===== src/mrf_pkg.sv =====
package mrf_pkg;

    // Result kinds carried on the master-side tuser
    typedef enum logic [1:0] {
        KIND_TX     = 2'd0,
        KIND_DATA   = 2'd1,
        KIND_STATUS = 2'd2
    } kind_t;

    localparam logic [15:0] CRC_INIT   = 16'hFFFF;
    localparam logic [15:0] CRC_POLY   = 16'hA001;
    localparam logic [7:0]  FUNC_COILS = 8'h01;
    localparam logic [8:0]  LEN_MAX    = 9'd511;
    localparam logic [2:0]  FRAME_LAST = 3'd7;

    // Fields of a read request
    typedef struct packed {
        logic [7:0]  slave_address;
        logic [7:0]  func_code;
        logic [15:0] start_address;
        logic [10:0] quantity;
    } req_t;

    // One result beat
    typedef struct packed {
        kind_t      kind;
        logic [7:0] data_byte;
        logic       crc_error;
        logic       last;
    } beat_t;

    // Fold one byte into a CRC-16/MODBUS (reflected) remainder
    function automatic logic [15:0] crc_byte(input logic [15:0] crc, input logic [7:0] b);
        logic [15:0] c;
        c = crc ^ {8'h00, b};
        for (int k = 0; k < 8; k++) begin
            if (c[0])
                c = (c >> 1) ^ CRC_POLY;
            else
                c = c >> 1;
        end
        return c;
    endfunction

endpackage


===== src/mrf_req.sv =====
module mrf_req (
    input  logic           clk,
    input  logic           rst_n,
    input  logic           load,
    input  mrf_pkg::req_t  req,
    input  logic           adv,
    output logic           busy,
    output mrf_pkg::beat_t beat
);

    logic              busy_reg;
    logic [2:0]        cnt_reg;
    logic [5:0][7:0]   frame_reg;
    logic [15:0]       crc_reg;
    logic [7:0]        cur_byte;
    logic              emit;

    assign busy = busy_reg;
    assign emit = busy_reg && adv;

    // Pick the frame byte for the current position; CRC low byte goes first
    always_comb
    begin
        case (cnt_reg)
            3'd0:    cur_byte = frame_reg[0];
            3'd1:    cur_byte = frame_reg[1];
            3'd2:    cur_byte = frame_reg[2];
            3'd3:    cur_byte = frame_reg[3];
            3'd4:    cur_byte = frame_reg[4];
            3'd5:    cur_byte = frame_reg[5];
            3'd6:    cur_byte = crc_reg[7:0];
            default: cur_byte = crc_reg[15:8];
        endcase
    end

    always_comb
    begin
        beat.kind      = mrf_pkg::KIND_TX;
        beat.data_byte = cur_byte;
        beat.crc_error = 1'b0;
        beat.last      = (cnt_reg == mrf_pkg::FRAME_LAST);
    end

    // Sequence the eight transmit beats
    always_ff @(posedge clk or negedge rst_n)
    begin
        if (!rst_n)
        begin
            busy_reg <= 1'b0;
            cnt_reg  <= 3'd0;
        end
        else if (load)
        begin
            busy_reg <= 1'b1;
            cnt_reg  <= 3'd0;
        end
        else if (emit)
        begin
            cnt_reg <= cnt_reg + 3'd1;
            if (cnt_reg == mrf_pkg::FRAME_LAST)
                busy_reg <= 1'b0;
        end
    end

    // Hold the header bytes and accumulate the CRC as they go out
    always_ff @(posedge clk)
    begin
        if (load)
        begin
            frame_reg[0] <= req.slave_address;
            frame_reg[1] <= req.func_code;
            frame_reg[2] <= req.start_address[15:8];
            frame_reg[3] <= req.start_address[7:0];
            frame_reg[4] <= {5'd0, req.quantity[10:8]};
            frame_reg[5] <= req.quantity[7:0];
            crc_reg      <= mrf_pkg::CRC_INIT;
        end
        else if (emit && cnt_reg < 3'd6)
        begin
            crc_reg <= mrf_pkg::crc_byte(crc_reg, cur_byte);
        end
    end

endmodule


===== src/mrf_rsp.sv =====
module mrf_rsp (
    input  logic           clk,
    input  logic           rst_n,
    input  logic           start,
    input  logic [7:0]     func_code,
    input  logic [10:0]    quantity,
    input  logic           byte_en,
    input  logic [7:0]     rx_byte,
    output logic           res_valid,
    output mrf_pkg::beat_t res
);

    logic [15:0] crc_reg;
    logic [8:0]  len_reg;
    logic [8:0]  cnt_reg;
    logic [7:0]  crc_low_reg;
    logic        wait_reg;

    logic [12:0] len_raw;
    logic [8:0]  len_next;
    logic [9:0]  p_plus2;
    logic [9:0]  p_plus3;
    logic        in_body;
    logic        at_crc_low;
    logic        is_payload;

    // Expected response length, saturated to the counter range
    always_comb
    begin
        if (func_code == mrf_pkg::FUNC_COILS)
            len_raw = 13'd5 + {4'd0, 9'((13'({2'd0, quantity}) + 13'd7) >> 3)};
        else
            len_raw = 13'd5 + {1'b0, quantity, 1'b0};
        if (len_raw > 13'(mrf_pkg::LEN_MAX))
            len_next = mrf_pkg::LEN_MAX;
        else
            len_next = len_raw[8:0];
    end

    // Classify the byte position within the response
    assign p_plus2    = {1'b0, cnt_reg} + 10'd2;
    assign p_plus3    = {1'b0, cnt_reg} + 10'd3;
    assign in_body    = p_plus2 < {1'b0, len_reg};
    assign at_crc_low = p_plus2 == {1'b0, len_reg};
    assign is_payload = in_body && (cnt_reg >= 9'd3) && (p_plus3 <= {1'b0, len_reg});

    always_comb
    begin
        res_valid     = 1'b0;
        res.kind      = mrf_pkg::KIND_DATA;
        res.data_byte = rx_byte;
        res.crc_error = 1'b0;
        res.last      = 1'b0;
        if (byte_en && wait_reg)
        begin
            if (in_body)
            begin
                res_valid = is_payload;
            end
            else if (!at_crc_low)
            begin
                res_valid     = 1'b1;
                res.kind      = mrf_pkg::KIND_STATUS;
                res.data_byte = 8'd0;
                res.crc_error = ({rx_byte, crc_low_reg} != crc_reg);
                res.last      = 1'b1;
            end
        end
    end

    // Track the response: restart on a request, advance on each byte
    always_ff @(posedge clk or negedge rst_n)
    begin
        if (!rst_n)
        begin
            crc_reg     <= mrf_pkg::CRC_INIT;
            len_reg     <= 9'd0;
            cnt_reg     <= 9'd0;
            crc_low_reg <= 8'd0;
            wait_reg    <= 1'b0;
        end
        else if (start)
        begin
            crc_reg     <= mrf_pkg::CRC_INIT;
            len_reg     <= len_next;
            cnt_reg     <= 9'd0;
            crc_low_reg <= 8'd0;
            wait_reg    <= 1'b1;
        end
        else if (byte_en && wait_reg)
        begin
            cnt_reg <= cnt_reg + 9'd1;
            if (in_body)
                crc_reg <= mrf_pkg::crc_byte(crc_reg, rx_byte);
            else if (at_crc_low)
                crc_low_reg <= rx_byte;
            else
                wait_reg <= 1'b0;
        end
    end

endmodule


===== src/modbus_rtu_read_framer.sv =====
// Modbus RTU read master framer. A request beat (tuser = 0) becomes eight
// transmit beats on the master side: address, function, start address,
// quantity, then the CRC-16/MODBUS low byte and high byte, the eighth beat
// flagged with tlast. Each request first loads the frame serializer and then
// sends its beats, one per cycle while the master side is ready; input stalls
// meanwhile. The response is then fed one byte per beat (tuser = 1), at one
// beat per cycle while the master side is ready: payload bytes come out with
// kind 1, and after the final CRC byte a status beat (kind 2, tlast) carries
// crc_error. A response byte arriving when no response is awaited is dropped;
// a new request abandons any pending response. A request passes through the
// input register and the frame serializer to the output register; a response
// byte goes from the input register straight to the output register.
module modbus_rtu_read_framer (
    input  logic        clk,
    input  logic        rst_n,
    input  logic        s_axis_tvalid,
    output logic        s_axis_tready,
    // [7:0] slave_address, [15:8] func_code, [31:16] start_address,
    // [42:32] quantity, [50:43] rx_byte, [55:51] zero
    input  logic [55:0] s_axis_tdata,
    // [0] mode
    input  logic        s_axis_tuser,
    output logic        m_axis_tvalid,
    input  logic        m_axis_tready,
    // [7:0] data_byte, [8] crc_error, [15:9] zero
    output logic [15:0] m_axis_tdata,
    // [1:0] kind
    output logic [1:0]  m_axis_tuser,
    output logic        m_axis_tlast
);

    logic           in_valid_reg;
    logic           in_mode_reg;
    logic [50:0]    in_data_reg;
    logic           out_valid_reg;
    mrf_pkg::beat_t out_beat_reg;

    mrf_pkg::req_t  req;
    mrf_pkg::beat_t req_beat;
    mrf_pkg::beat_t rsp_beat;
    logic           req_busy;
    logic           rsp_valid;
    logic           out_free;
    logic           take;
    logic           req_load;
    logic           byte_en;

    assign out_free = !out_valid_reg || m_axis_tready;

    // Consume the held beat: requests wait for the serializer, bytes also for the output
    assign take     = in_valid_reg && !req_busy && (!in_mode_reg || out_free);
    assign req_load = take && !in_mode_reg;
    assign byte_en  = take && in_mode_reg;

    assign s_axis_tready = !in_valid_reg || take;

    assign req.slave_address = in_data_reg[7:0];
    assign req.func_code     = in_data_reg[15:8];
    assign req.start_address = in_data_reg[31:16];
    assign req.quantity      = in_data_reg[42:32];

    // Hold the incoming beat
    always_ff @(posedge clk or negedge rst_n)
    begin
        if (!rst_n)
            in_valid_reg <= 1'b0;
        else if (s_axis_tready)
            in_valid_reg <= s_axis_tvalid;
    end

    always_ff @(posedge clk)
    begin
        if (s_axis_tready && s_axis_tvalid)
        begin
            in_mode_reg <= s_axis_tuser;
            in_data_reg <= s_axis_tdata[50:0];
        end
    end

    mrf_req u_req (
        .clk   (clk),
        .rst_n (rst_n),
        .load  (req_load),
        .req   (req),
        .adv   (out_free),
        .busy  (req_busy),
        .beat  (req_beat)
    );

    mrf_rsp u_rsp (
        .clk       (clk),
        .rst_n     (rst_n),
        .start     (req_load),
        .func_code (req.func_code),
        .quantity  (req.quantity),
        .byte_en   (byte_en),
        .rx_byte   (in_data_reg[50:43]),
        .res_valid (rsp_valid),
        .res       (rsp_beat)
    );

    // Output register: serializer beats, else response results
    always_ff @(posedge clk or negedge rst_n)
    begin
        if (!rst_n)
            out_valid_reg <= 1'b0;
        else if (out_free)
            out_valid_reg <= req_busy || (byte_en && rsp_valid);
    end

    always_ff @(posedge clk)
    begin
        if (out_free)
        begin
            if (req_busy)
                out_beat_reg <= req_beat;
            else
                out_beat_reg <= rsp_beat;
        end
    end

    assign m_axis_tvalid = out_valid_reg;
    assign m_axis_tdata  = {7'd0, out_beat_reg.crc_error, out_beat_reg.data_byte};
    assign m_axis_tuser  = out_beat_reg.kind;
    assign m_axis_tlast  = out_beat_reg.last;

endmodule

===== config.mk =====
export PLATFORM = sky130hd
export DESIGN_NAME = modbus_rtu_read_framer
export DESIGN_NICKNAME = d
export VERILOG_FILES = /design/src/mrf_pkg.sv /design/src/mrf_req.sv /design/src/mrf_rsp.sv /design/src/modbus_rtu_read_framer.sv
export SDC_FILE = /design/constraint.sdc
export NUM_CORES = 1
export LEC_CHECK = 0
export BUFFER_PORTS_ARGS = -buffer_cell sky130_fd_sc_hd__buf_2
export CORE_UTILIZATION = 40
export CTS_CLUSTER_SIZE = 25
export DETAILED_ROUTE_END_ITERATION = 16
export GPL_TIMING_DRIVEN = 0
export SLEW_MARGIN = 30
export SYNTH_ARGS = -nofsm -noshare
export SYNTH_HDL_FRONTEND = slang
export SYNTH_HIERARCHICAL = 1
export SYNTH_SLANG_ARGS = --single-unit

===== constraint.sdc =====
create_clock -name clk -period 9 [get_ports clk]
set_input_delay 0.45 -clock clk [delete_from_list [all_inputs] [get_ports clk]]
set_output_delay 0.45 -clock clk [all_outputs]
set_load 0.1 [all_outputs]

==> metrics.yaml <==
hold_viol_final: 0
synth_edf_count: 107
synth_cell_types: 85
stdcell_count: 1153
overflow: 0
critPathCapture: "u_req/crc_reg[15]$_SDFFE_PP1P_"
cap_viol_max_count: 0
cts_buffers: 17
crit_path_max_incr_delay_ps: 570
wl_um: 19300
worst_slew_pin_slew_ps: 899
wl_per_cell_um: 16.8
max_freq_ghz: 0.274
worstPathMaxFanout: 10
clk_latency_ps: 430
area_growth_pct: 16.3
diodes: 0
clock-sinks: 172
rsz0062_at_grt: "false"
clk_pin_slew_ps: 70
grt_pass1_wl_um: 31400
postCtsHoldBufs: 0
setup_viol: 0
detailedRoute.firstPassIterationCount: 5
ys_seq_area_frac: 0.534
fin_total_pwr_w: 0.00398
largest_reg_flops: 51
grt_pass1_vias: 5848
place_congestion: 0.882
antenna_found_initial: 0
fin_tns_setup_ps: 0
hold-worst-slack_ps: 39.8
yosys.area.top_type: "edfxtp_1"
synth-main-ff-cell: "edfxtp_1"
vias: 5942
io_buffer_count: 69
globalRouteTotalUtil: 0.181
holdCritPathClass: "in2async"
p_leak_nw: 4.17
syn_inst: 753
critPathLaunchType: "flop"
crit_path_start: "u_req/cnt_reg[2]$_DFFE_PN0P_"
slew-limit-headroom: 0.401
fp-row-count: 54
ioPinCount: 82
clk_path_buf_depth: 2
dp_slack_ps: 5360
outcome: "complete, no violations"
rr_worst_depth: 14
r2r-end: "u_req/crc_reg[15]$_SDFFE_PP1P_"
via_per_inst: 5.15
post_cts_resize_count: 0
reg2reg_from: "u_req/cnt_reg[2]$_DFFE_PN0P_"
final_max_slew_viol_count: 0
path_class: "reg2reg"
layout_commonest_cell: "edfxtp_1"
synthArstFlopShare: 0.285
drt_iter0_markers: 355
post_cts_buffers: 0
finClkSkew_ps: 11.6
hpwl_um: 14200
start_util: 0.409
required_ps: 9370
htree_num_levels: 4
ir_drop_uv: 297
synth_area_um2: 8960
power_density_nw_per_um2: 382
cp_slowest_cell: "or4_4"
layout_common_cells: "107 x edfxtp_1, 77 x buf_2, 67 x nor2_1"
synth.top_cell.area_share: 0.359
fill_cells: 2063
syn_area_per_cell_um2: 11.9
fp.dieArea_um2: 23000
crit_top_cell: "clkbuf_8"
min_period_over_period: 0.406
setup_ws_ps: 5350
r2r_slack_ps: 5350
ys_warn_count: 6
drive_above_1_share: 0.249
clockRootBuffer: "clkbuf_16"
cts_tree: "built"
final_nets: 954
end_kind: "flop"
ant_nets: 0
post-place-cells: 1121
fin_crit_ps: 3650
synth.area.top_cells: "edfxtp_1 36%, dfrtp_1 9.2%, xnor2_1 6.5%, dfstp_2 4.7%, ha_1 4.6%"
drc_errors: 0
grt_max_degree: 50
synth_seq_cells: 172
die_w_um: 152
crit_path_cell_trace: "clkbuf_8 > clkbuf_8 > buf_4 > inv_1 > ha_1 > buf_6 > or4_4 > nor2_1 > a31oi_1 > xnor2_1 > xnor2_2 > xnor3_2 > xor2_1 > a21oi_1"
critPathArrivalTime_ps: 4020
core_um2: 21900
die-height_um: 152
critical path: cells and delay by family, from the launching register on:
family / cells / cell delay, ps
XOR/XNOR: 4 / 1230
buffers and inverters: 5 / 830
AND/OR/NAND/NOR: 2 / 690
flip-flops: 1 / 360
AO/OA/AOI/OAI: 2 / 250
adder cells (fa/ha/maj): 1 / 220
layout make-up:
class | count | area [um2] | area share
inverters | 24 | 90.1 | 0.00865
repair buffers | 80 | 453 | 0.0435
well taps | 280 | 350 | 0.0336
flip-flops and latches | 172 | 4780 | 0.459
clock buffers | 17 | 425 | 0.0408
plain buffers | 49 | 362 | 0.0347
clock inverters | 15 | 183 | 0.0175
multi-input cells | 516 | 3770 | 0.362
metrics by stage:
stage / util / cell area, um2
after floorplan: - / 8990
after global placement: 0.442 / 9680
after detailed placement: 0.448 / 9810
after CTS: 0.476 / 10400
after global routing: 0.476 / 10400
final: 0.476 / 10400
synth_stat cells (all sizes together), types with 5 or more instances:
cell type,number
a211oi,5
o221ai,7
a31oi,8
dfstp,16
a211o,9
dfxtp,16
edfxtp,107
ha,33
nand3,21
nor4,7
nand2,42
nand4,11
o21ai,15
xor2,30
nor2,68
nand3b,6
o22a,7
a22oi,7
inv,24
nor3,18
buf,31
mux2,23
a21oi,39
mux2i,8
a21o,7
xnor2,68
and2,13
clkbuf,17
and3,5
dfrtp,33
worst min path at each step:
stage	startpoint	to	slack (ps)
finish	rst_n	u_rsp/crc_low_reg[0]$_DFFE_PN0P_	40
global route	rst_n	u_rsp/crc_low_reg[0]$_DFFE_PN0P_	80
CTS	rst_n	u_rsp/crc_low_reg[0]$_DFFE_PN0P_	50
floorplan	rst_n	in_valid_reg$_DFFE_PN0P_	150
global placement	in_data_reg[7]$_DFFE_PP_	u_req/frame_reg[7]$_DFFE_PP_	400
detailed placement	in_data_reg[25]$_DFFE_PP_	u_req/frame_reg[17]$_DFFE_PP_	400
cell families (layout without fill, tap and decap cells):
family / Yosys count / after routing / synth area share
xor gates and xnor gates: 99 / 99 / 0.100
muxes: 31 / 31 / 0.0404
and+or+nand+nor: 211 / 211 / 0.122
buffers and inverters: 73 / 185 / 0.0504
other: 2 / 10 / 0.000839
adders and majority gates: 33 / 33 / 0.0461
AOI/OAI and AO/OA: 132 / 132 / 0.107
DFF: 172 / 172 / 0.534
report_power, final:
| group | switching (W) | internal [W] | total [W] |
|---|---|---|---|
| registers | 0.000153 | 0.00110 | 0.00126 |
| logic | 0.00112 | 0.000855 | 0.00198 |
| clock network | 0.000361 | 0.000379 | 0.000740 |
| total | 0.00164 | 0.00234 | 0.00398 |
layer usage:
| layer | global-route usage | wire length, um | part of all wire |
|---|---|---|---|
| met5 | 0 | 0 | 0 |
| met2 | 0.295 | 9190 | 0.48 |
| met4 | 0.0490 | 174 | 0.0090 |
| met3 | 0.0296 | 817 | 0.042 |
| met1 | 0.249 | 9140 | 0.47 |
No activity file was read; power rests on OpenSTA's default activity.
